## src/hw/rtl/ghs_pkg.sv

```systemverilog
package ghs_pkg;

  localparam int HalfWidthDef  = 10;
  localparam int SampleBitsDef = 24;
  localparam int SampleW       = 24;
  localparam int SmoothW       = 44;
  localparam int CoefW         = 17;
  localparam int FracBits      = 16;

  typedef struct packed {
    logic shift;
    logic en;
  } cell_ctrl_t;

  // Q1.16 weights of exp(-j*j/64), indexed by |j|
  function automatic logic [CoefW-1:0] gauss_coef(input int unsigned ad);
    logic [CoefW-1:0] c;
    unique case (ad)
      0:       c = 17'd65536;
      1:       c = 17'd64520;
      2:       c = 17'd61565;
      3:       c = 17'd56939;
      4:       c = 17'd51039;
      5:       c = 17'd44344;
      6:       c = 17'd37341;
      7:       c = 17'd30477;
      8:       c = 17'd24109;
      9:       c = 17'd18485;
      10:      c = 17'd13737;
      11:      c = 17'd9894;
      12:      c = 17'd6907;
      13:      c = 17'd4674;
      14:      c = 17'd3065;
      15:      c = 17'd1948;
      default: c = 17'd1200;
    endcase
    return c;
  endfunction

endpackage

```

## src/hw/rtl/ghs_cell.sv

```systemverilog
module ghs_cell #(
  parameter int DW = ghs_pkg::SampleBitsDef,
  parameter int AD = 0
) (
  input  logic                               clk_i,
  input  ghs_pkg::cell_ctrl_t                ctrl_i,
  input  logic [DW-1:0]                      tap_i,
  output logic [DW-1:0]                      tap_o,
  output logic [DW+ghs_pkg::CoefW-1:0]       prod_o
);

  localparam int PW = DW + ghs_pkg::CoefW;
  localparam logic [ghs_pkg::CoefW-1:0] Coef = ghs_pkg::gauss_coef(AD);

  logic [DW-1:0] tap_q;
  logic [PW-1:0] prod_q;

  // product of the sample entering this tap
  always_ff @(posedge clk_i) begin
    if (ctrl_i.shift) begin
      tap_q <= tap_i;
    end
    if (ctrl_i.en) begin
      prod_q <= PW'(tap_i) * PW'(Coef);
    end
  end

  assign tap_o  = tap_q;
  assign prod_o = prod_q;

endmodule

```

## config.mk

```make
export PLATFORM = sky130hd
export DESIGN_NAME = ghs_cell
export DESIGN_NICKNAME = d
export VERILOG_FILES = /design/src/hw/rtl/ghs_pkg.sv /design/src/hw/rtl/ghs_cell.sv
export SDC_FILE = /design/constraint.sdc
export NUM_CORES = 1
export LEC_CHECK = 0
export BUFFER_PORTS_ARGS = -buffer_cell sky130_fd_sc_hd__buf_2
export CORE_UTILIZATION = 43
export CTS_BUF_LIST = sky130_fd_sc_hd__clkbuf_2
export DETAILED_ROUTE_END_ITERATION = 8
export PLACE_DENSITY = 0.9
export SETUP_SLACK_MARGIN = 0.02
export SYNTH_ARGS = -nofsm -noshare
export SYNTH_HDL_FRONTEND = slang
export SYNTH_SLANG_ARGS = --single-unit
```

## constraint.sdc

```tcl
create_clock -name clk_i -period 0.9 [get_ports clk_i]
set_input_delay 0.135 -clock clk_i [delete_from_list [all_inputs] [get_ports clk_i]]
set_output_delay 0.135 -clock clk_i [all_outputs]
set_load 0.01 [all_outputs]
```

Yosys cells after proc, flatten, opt, wreduce, memory -nomap -nowiden
Cells that the tools add are included.
- bits of input ports: 27
- register bits after elaboration: 48
- word-level logic and storage cells: 2

Longest topological paths before layout
- depth after elaboration: 0
- depth in mapped cells: 1
- depth with buffers taken out: 0

Worst setup path after synthesis
No wires, ideal clock.
- path type: reg-to-output
- start point: reg prod_q[16], in the netlist prod_o[16]
- end point: out prod_o[16] in the netlist's numbering
- stages on the path, launching flop included: 1
- arrival: 394 ps
- slack: 371 ps
- data required time: 765 ps
- path buffers: 0
- cell sequence: edfxtp_1
- RTL lines (element ; RTL line ; text):
    start: declaration ; ghs_cell.sv:16 ; logic [PW-1:0] prod_q;
    start signal: assignment ; ghs_cell.sv:24 ; prod_q <= PW'(tap_i) * PW'(Coef);
    end: declaration ; ghs_cell.sv:9 ; output logic [DW+ghs_pkg::CoefW-1:0] prod_o
No word-level cell between the ends.

Final worst setup path
- start point: reg prod_q[20], in the netlist prod_o[20]
- end point: out prod_o[20] in the netlist's numbering
No word-level cell between the ends.

==> run metrics <==
CP endpoint kind output port; GP Congestion 0.692; fill count 233; TritonCTS clock tree done; drt initial violations 44; Via density 4.38; Area growth syn-to-layout 45.8%; row cnt 21; total of max-cap violations 0; final hold vios 0; cell count after synthesis 66; I/O Buffers 74; Synth cell types 3; Root Buffer clkbuf_2; # H-tree levels 2; final worst-path cycle share 1.30; Pleak 0.980 nW; Worst EP arrival 1.04 ns; Hold WS 0.0928 ns; area of the multi-input gates 63.8 um^2; DRT antenna net count 0; Global Route Usage Sum 0.175; fin. max-slew vios 0; vias in the first global route 1058; CP max stage delay 0.46 ns; Overflow after GRT 0; Avg WL per Cell 14.7 um; Initial Util 0.460; Seq. cell area 0.00144 mm^2; Worst Path Max Fanout 1; Tightest Hold Check Type in -> reg; most common cell after layout, fill and taps aside buf_2; Seq cells post-synth 48; post-synthesis sequential area ratio 0.916; routed wire length 3.25 mm; total clock buffers created by CTS 5; Max VDD drop 1.30 mV; Post-layout nets 201; final instance area 0.00229 mm^2; initial antenna violation count 0; setup repair after global routing missed its margin true; critical path buffer and inverter count 1; first-pass detailed-route iteration total 4; most frequent cells in the layout 71 x buf_2, 48 x edfxtp_1, 24 x dlygate4sd3_1; clock power share 0.212; post-route insts no fill 221; PwrDens 1790 mW/mm^2; global-route wire length before repair 4.86 mm; full die area 0.00390 mm^2; Setup Fix Bufs, Post-CTS 0; Via Count 969; IO Count 92; Fmax 855 MHz; pin count of the biggest net entering global routing 17; ranking of synthesized cells by area edfxtp_1 92%, buf_4 8.1%, conb_1 0.24%; crit path time final 1.17 ns; Yosys warnings 0; CP top delay family flip-flops; failing checks setup timing; WS Path Type reg -> out; kind of start point of the critical path flip-flop; CTS Buffer Depth 2; Comb pwr share 0.130; Yosys top cell by area edfxtp_1; Placement Cell Area 0.00199 mm^2; critical path's slowest cell edfxtp_1; synthesized cell area 0.00157 mm^2; Die X 62.5 um; worst path cell trace buf_2; ANT cells 0; P_sw 1.01 mW; share of the synthesized area in the top cell type 0.916; Seq pwr share 0.657; Fin Setup TNS -10.24 ns; Cell Count Post-Placement 189; CP Data Required Time 0.76 ns; CTS clk-pin slew, worst paths 0.24 ns; layout cell share with drive strength beyond 1 0.491; PnR worst setup slack -0.270 ns; core area 0.00342 mm^2; Residual DRC 0; total internal power 3.10 mW; Mapped Avg Cell Area 23.8 um^2; final setup vio count 48; status finished with violations; Die Y 62.5 um; clock sinks 48; Sw Share 0.245; Finished Core Util 0.671
==> cells by family after synthesis <==
| family | synth area share |
|---|---|
| flip-flops | 0.916 |
| buffers and inverters | 0.0811 |
| other | 0.00238 |
==> what timing repair did <==
action,CTS,global route
pin swaps,0,0
hold endpoints to repair,48,0
hold buffers,24,0
resized for setup,0,3
setup endpoints to repair,48,48
==> layout make-up <==
class,count,area share
Tap cell,46,0.0251
Clock buffer,5,0.0109
Timing Repair Buffer,102,0.298
Sequential cell,48,0.628
Clock inverter,3,0.00927
Multi-Input combinational cell,17,0.0278
==> flip-flops by register name, indices dropped and copies added, names as in the netlist <==
| name | cells |
|---|---|
| prod_o | 24 |
| tap_o | 24 |
==> synthesized netlist by cell type <==
library cell  number
buf_4             17
conb_1             1
edfxtp_1          48
==> metrics by stage <==
stage,setup slack [ns],power [mW]
after floorplan,0.371,2.94
after global placement,0.177,3.17
after detailed placement,0.144,3.19
after CTS,-0.259,4.09
after global routing,-0.306,4.24
final,-0.270,4.11
==> layer usage <==
| layer | part of all wire | GRT usage |
|---|---|---|
| met1 | 0.34 | 0.155 |
| met2 | 0.53 | 0.326 |
| met3 | 0.092 | 0.0566 |
| met4 | 0.039 | 0.116 |
| met5 | 0 | 0.0278 |
==> path summary, 6_finish.rpt <==
| check | startpoint | to | slack (ns) | cells past startpoint |
|---|---|---|---|---|
| min | ctrl_i[1] | tap_o[4] | 0.09 | 2 |
| max | prod_o[20] | prod_o[20] | -0.27 | 1 |
==> power groups by stage <==
stage	Sequential (mW)	Combinational [mW]	Clock (mW)
global route	2.72	0.565	0.956
detailed placement	2.75	0.439	0
finish	2.70	0.536	0.871
CTS	2.70	0.519	0.879
floorplan	2.85	0.0855	0
global placement	2.74	0.425	0
Power figures use the tool's default switching activity.
