**src/hw/rtl/ghs_pkg.sv**
```systemverilog
package ghs_pkg;

  localparam int HalfWidthDef  = 10;
  localparam int SampleBitsDef = 24;
  localparam int SampleW       = 24;
  localparam int SmoothW       = 44;
  localparam int CoefW         = 17;
  localparam int FracBits      = 16;

  typedef struct packed {
    logic shift;
    logic en;
  } cell_ctrl_t;

  // Q1.16 weights of exp(-j*j/64), indexed by |j|
  function automatic logic [CoefW-1:0] gauss_coef(input int unsigned ad);
    logic [CoefW-1:0] c;
    unique case (ad)
      0:       c = 17'd65536;
      1:       c = 17'd64520;
      2:       c = 17'd61565;
      3:       c = 17'd56939;
      4:       c = 17'd51039;
      5:       c = 17'd44344;
      6:       c = 17'd37341;
      7:       c = 17'd30477;
      8:       c = 17'd24109;
      9:       c = 17'd18485;
      10:      c = 17'd13737;
      11:      c = 17'd9894;
      12:      c = 17'd6907;
      13:      c = 17'd4674;
      14:      c = 17'd3065;
      15:      c = 17'd1948;
      default: c = 17'd1200;
    endcase
    return c;
  endfunction

endpackage

```
**src/hw/rtl/ghs_adder_tree.sv**
```systemverilog
module ghs_adder_tree #(
  parameter int TAPS = 2 * ghs_pkg::HalfWidthDef + 1,
  parameter int PW   = ghs_pkg::SampleBitsDef + ghs_pkg::CoefW,
  parameter int AW   = PW + $clog2(TAPS)
) (
  input  logic          clk_i,
  input  logic          en_i,
  input  logic [PW-1:0] prod_i [TAPS],
  output logic [AW-1:0] sum_o
);

  localparam int LV = $clog2(TAPS);
  localparam int NP = 1 << LV;

  logic [AW-1:0] leaf  [NP];
  logic [AW-1:0] inner_q [NP-1];

  for (genvar i = 0; i < NP; i++) begin : g_leaf
    if (i < TAPS) begin : g_used
      assign leaf[i] = AW'(prod_i[i]);
    end else begin : g_pad
      assign leaf[i] = '0;
    end
  end

  // heap order: node n (1-based) sums children 2n and 2n+1
  for (genvar n = 1; n < NP; n++) begin : g_node
    if (2 * n >= NP) begin : g_bottom
      always_ff @(posedge clk_i) begin
        if (en_i) begin
          inner_q[n-1] <= leaf[2*n-NP] + leaf[2*n+1-NP];
        end
      end
    end else begin : g_upper
      always_ff @(posedge clk_i) begin
        if (en_i) begin
          inner_q[n-1] <= inner_q[2*n-1] + inner_q[2*n];
        end
      end
    end
  end

  assign sum_o = inner_q[0];

endmodule

```
**config.mk**
```make
export PLATFORM = sky130hd
export DESIGN_NAME = ghs_adder_tree
export DESIGN_NICKNAME = d
export VERILOG_FILES = /design/src/hw/rtl/ghs_pkg.sv /design/src/hw/rtl/ghs_adder_tree.sv
export SDC_FILE = /design/constraint.sdc
export NUM_CORES = 2
export LEC_CHECK = 0
export ABC_AREA = 0
export BUFFER_PORTS_ARGS = -buffer_cell sky130_fd_sc_hd__buf_2
export CORE_MARGIN = 2
export CORE_UTILIZATION = 40
export CTS_BUF_LIST = sky130_fd_sc_hd__clkbuf_8
export CTS_CLUSTER_SIZE = 8
export DETAILED_ROUTE_END_ITERATION = 8
export HOLD_SLACK_MARGIN = 0.06
export PLACE_DENSITY = 0.56
export SLEW_MARGIN = 0
export SYNTH_ARGS = -nofsm -noshare
export SYNTH_HDL_FRONTEND = slang
export SYNTH_SLANG_ARGS = --single-unit
```
**constraint.sdc**
```tcl
create_clock -name clk_i -period 5.7 [get_ports clk_i]
set_input_delay 0.285 -clock clk_i [delete_from_list [all_inputs] [get_ports clk_i]]
set_output_delay 0.285 -clock clk_i [all_outputs]
set_load 0.03 [all_outputs]
```
# == Word-level counts from Yosys, hierarchy flattened ==
# Memory sizes are Yosys's and may differ from the RTL's.
# Index checks and enable logic that the tools add are counted.
# totals
inputBits,863
register_bits,0
wordCells,28
mem_bits_rw,1426
out_inout_bits,46
latchBits,0
rom_bits,0
mem_count,1
# classes
mux,2
reduce_logical,0
n_eq_ne,0
addsub,25
n_lt_le_gt_ge,0
n_shift,0
mul,0
n_div,0
bitwise_logic,0
# mem_list
memory,words,width,read_ports,rd_ports_with_merged_regs,wr,line,text
inner_q,31,46,31,0,31,ghs_adder_tree.sv:16,logic [AW-1:0] inner_q [NP-1];
# op_table
operator,count
$add 46x46->46,15
$add 41x41->42,10
$mux 1,2

# == Logic depth before layout (Yosys ltp) ==
# logic_depth
word_depth,2
mapped_depth,14
mapped_depth_nobuf,14

# == Worst setup path after synthesis ==
# No wires, ideal clock.
# synth_path
kind,register to register
from,memory inner_q[0][322] in the netlist's numbering
to,"memory inner_q[0][178] in the netlist's numbering, data pin"
required_time_ns,5.434
period_less_slack_ns,3.267
setup_time_ns,0.266
path_buffers,0
path_stages_with_launch,14
setup_slack_ns,2.433
arrival_time_ns,3.001
path_cell_list,edfxtp_1 > ha_1 > fa_1 > a211oi_1 > nor4_1 > o21ai_0 > o211ai_1 > o311a_1 > o41ai_2 > o41ai_1 > nand3_1 > nor2_1 > o41ai_1 > xnor2_1
# synth_lines
item,line
start: declaration,ghs_adder_tree.sv:16

==> PnR_summary.wiki <==
{| class="wikitable"
! Metric !! Value
|-
| Clock buffer count from CTS || 180
|-
| Area used by multi-input combinational logic || 40600 µm²
|-
| Hold path startpoint || prod_i[5]
|-
| Count of flip-flops with a built-in enable after synthesis || 984
|-
| Power density over the cells || 412 nW/µm²
|-
| Share of the synthesized area in the top cell type || 41.2%
|-
| First-pass GRT wire length || 341 mm
|-
| RSZ-0062 raised after global routing || false
|-
| First-pass iteration count of the detailed router || 6
|-
| Worst path most repeated cell || sky130_fd_sc_hd__dlygate4sd3_1
|-
| Placed standard-cell area || 78600 µm²
|-
| Root buffer selected by CTS || sky130_fd_sc_hd__clkbuf_8
|-
| Portion of the post-synthesis area used by sequential elements || 41.2%
|-
| Period Utilization, post-route || 85.1%
|-
| Count of cells resized by post-cts repair || 0
|-
| Initial antenna violation count || 16
|-
| Number of cell instances on the worst register-to-register path || 14
|-
| Endpoint of the most critical register-to-register path || inner_q[0][408]
|-
| R2R Path Start || inner_q[1][46]
|-
| I/O pin total || 909
|-
| Cell breakdown of the critical path || dlygate4sd3_1 -> buf_2 -> ha_1 -> dlygate4sd3_1 -> a21oi_1 -> o21ai_1 -> a31oi_2 -> a311oi_1 -> o211ai_1 -> o31ai_1 -> nand3_1 -> nand3b_1 -> a41oi_1 -> xnor2_1 -> dlygate4sd3_1
|-
| Number of input and output port buffers inserted || 908
|-
| Cell Int Power || 23200 µW
|-
| Total die area || 183000 µm²
|-
| Cell count after synthesis || 6987
|-
| H-tree levels || 4
|-
| Number of max-cap violations || 0
|-
| Initial core utilization || 40.2%
|-
| Final estimated routing congestion in global placement || 0.936
|-
| Kind of start point of the critical path || input port
|-
| Category of the critical setup timing path || input port to register
|-
| Sum of negative setup slack || 0 ns
|-
| Largest vdd supply drop || 265 µV
|-
| Flip-flop count of the largest register, all copies and words added || 984
|-
| Maximum number of pins on one net before global-route repair || 168
|-
| Average cell area after synthesis || 10.3 µm²
|-
| HPWL Detailed || 172 mm
|-
| Flip-flop and latch count after synthesis || 984
|-
| Total routing usage reported by global routing || 23.7%
|-
| Max-Slew Margin vs Limit || 21.7%
|-
| Leftover overflow at the end of global routing || 0
|-
| Vias per Instance || 5.39
|-
| Worst Setup End Kind || register
|-
| Iteration-0 DRC count of the detailed router || 3986
|-
| Horizontal die dimension || 428 µm
|-
| Final Cell Area || 93700 µm²
|-
| Maximum fanout count along the critical path || 5
|-
| Post-DR wirelength/cell || 19.4 µm
|-
| Worst path setup slack after routing || 0.849 ns
|-
| Worst EP required || 6.35 ns
|-
| Clock-pin slew on the worst setup and hold paths || 0.06 ns
|-
| Run status || complete, no violations
|-
| Area Growth Syn to Fin || 30.5%
|-
| Number of setup buffers added after CTS || 0
|-
| Nets@finish || 10798
|-
| Slew at the pin closest to its max-slew limit || 1.17 ns
|-
| Die height || 428 µm
|-
| Largest registers || inner_q (984)
|-
| Synth async-reset ratio || 0%
|-
| Post-Syn Area || 71800 µm²
|-
| Residual antenna-violating net count after detailed routing || 0
|-
| Count of final setup violators || 0
|-
| Worst-Skew Late Latency || 0.89 ns
|-
| Hold worst-path end || inner_q[1][419]
|-
| Reg2Reg Setup Slack || 1.35 ns
|-
| Switching power || 15400 µW
|-
| Sw Share || 39.9%
|-
| Via count of the first global-routing pass || 61686
|-
| TritonCTS clock tree || yes
|-
| Share of cells above drive strength 1 || 13.4%
|-
| Total Routed Length || 225 mm
|-
| Final worst path period need || 4.85 ns
|-
| Standard-cell rows || 155
|-
| Clock skew || 0.0695 ns
|-
| Register with the highest flop count || inner_q
|-
| Pre-CTS setup slack || 1.14 ns
|-
| Fmax achieved || 206 MHz
|-
| Bufs and invs on worst path || 4
|-
| Post-route DRC || 0
|-
| Hold Crit Class || input port to register
|-
| Cell family contributing the most delay on the critical path || compound AO/OA/AOI/OAI gates
|-
| Main synth FF type || sky130_fd_sc_hd__edfxtp_1
|-
| Net count after synthesis || 8705
|-
| Total via count in the routed design || 62444
|-
| Area inside the core boundary || 178000 µm²
|-
| Final Hold Fails || 0
|-
| Slowest library cell on the worst path || sky130_fd_sc_hd__o31ai_1
|-
| Warning count from the yosys run || 0
|-
| Hold path depth || 2
|-
| Hold buffer count at CTS || 1163
|-
| Number of clock sinks seen by CTS || 984
|-
| Leak || 0.0404 µW
|-
| Data arrival time of the critical path || 5.50 ns
|-
| Number of fill cells || 16066
|-
| Worst-case clock buffer depth || 3
|-
| Sequential fraction of design power || 32.7%
|-
| Biggest area contributors in the synthesized netlist || sky130_fd_sc_hd__edfxtp_1 41%, sky130_fd_sc_hd__ha_1 15%, sky130_fd_sc_hd__xnor2_1 6.0%
|-
| Number of distinct library cells after synthesis || 91
|-
| Count of pins over their slew limit || 0
|-
| Share of total power in the clock network || 16.9%
|-
| Area taken by flip-flops and latches || 29500 µm²
|-
| Cell type contributing the most total cell area after synthesis || sky130_fd_sc_hd__edfxtp_1
|-
| Maximum single-stage delay on the critical path || 0.84 ns
|-
| Share of total power in combinational logic || 50.4%
|}
## kinds of logic after synthesis
family,share of synthesized area [%]
adder cells (fa/ha/maj),15.1
buffers and inverters,2.33
AO/OA/AOI/OAI,21.1
multiplexers,0.0139
AND/OR/NAND/NOR,11.1
XOR/XNOR,9.13
flip-flops,41.2
## Yosys cell counts (all sizes together), types with 112 or more instances
cell	count
a21o	478
nand3	167
nor2	391
o21ai	400
ha	835
inv	220
nand2	453
xor2	253
clkbuf	127
a21oi	767
o21a	112
edfxtp	984
xnor2	495
## worst max path at each step
stage / startpoint / to / slack, ns / depth (start not counted)
6_report: prod_i[412] / inner_q[1][221] / 0.85 / 15
5_1_grt: prod_i[412] / inner_q[1][221] / 0.65 / 15
4_1_cts: prod_i[574] / inner_q[1][132] / 1.04 / 17
3_5_place_dp: prod_i[533] / inner_q[1][132] / 1.14 / 15
3_3_place_gp: prod_i[533] / inner_q[1][132] / 1.12 / 15
2_1_floorplan: inner_q[0][322] / inner_q[0][178] / 2.43 / 13
## cell type report
| class | count | share of cell area (%) |
|---|---|---|
| antenna | 2 | 0.00534 |
| timing repair buffer | 2089 | 17.5 |
| multi-input combinational | 5605 | 43.3 |
| clock inverter | 138 | 0.970 |
| sequential | 984 | 31.5 |
| tap | 2355 | 3.14 |
| inverter | 220 | 0.881 |
| clock buffer | 183 | 2.69 |
## power by group through the flow
stage / clock network, µW / logic [µW] / registers (µW)
finish: 6540 / 19500 / 12600
CTS: 6780 / 19500 / 12700
floorplan: 0 / 13500 / 11900
global route: 7090 / 21600 / 12800
global placement: 0 / 18000 / 12800
detailed placement: 0 / 18100 / 12800
## routing by layer
layer | track usage (%) | part of all wire, % | vias up
met5 | 0 | 0.059 | -
met4 | 8.99 | 3.7 | 22
met3 | 3.32 | 4.7 | 411
met2 | 38.9 | 47 | 1702
met1 | 31.7 | 45 | 29648
li1 | - | - | 30661
## placed cells by master, fill, tap and decap left out, types with 108 or more instances in the layout
master                             n
sky130_fd_sc_hd__o21bai_1        108
sky130_fd_sc_hd__dlygate4sd3_1  1163
sky130_fd_sc_hd__a21oi_1         762
sky130_fd_sc_hd__buf_2           907
sky130_fd_sc_hd__nor2b_1         108
sky130_fd_sc_hd__o21ai_0         372
sky130_fd_sc_hd__o21a_1          112
sky130_fd_sc_hd__nand2_1         453
sky130_fd_sc_hd__nor2_1          391
sky130_fd_sc_hd__nand3_1         167
sky130_fd_sc_hd__clkbuf_8        183
sky130_fd_sc_hd__a21o_1          478
sky130_fd_sc_hd__inv_1           273
sky130_fd_sc_hd__ha_1            835
sky130_fd_sc_hd__edfxtp_1        984
sky130_fd_sc_hd__xor2_1          253
sky130_fd_sc_hd__xnor2_1         495
## per-stage QoR
stage | hold slack [ns] | power, µW | std cells | utilization (%)
6_report | 0.155 | 38600 | 11576 | 52.5
5_1_grt | 0.0921 | 41400 | 11576 | 52.5
4_1_cts | 0.0605 | 38900 | 11574 | 52.5
3_5_place_dp | 0.405 | 30800 | 10090 | 44.1
3_3_place_gp | 0.403 | 30800 | 10090 | 44.1
2_1_floorplan | 0.384 | 25300 | 6987 | -
Note: power is estimated with default switching activity, not from simulation.
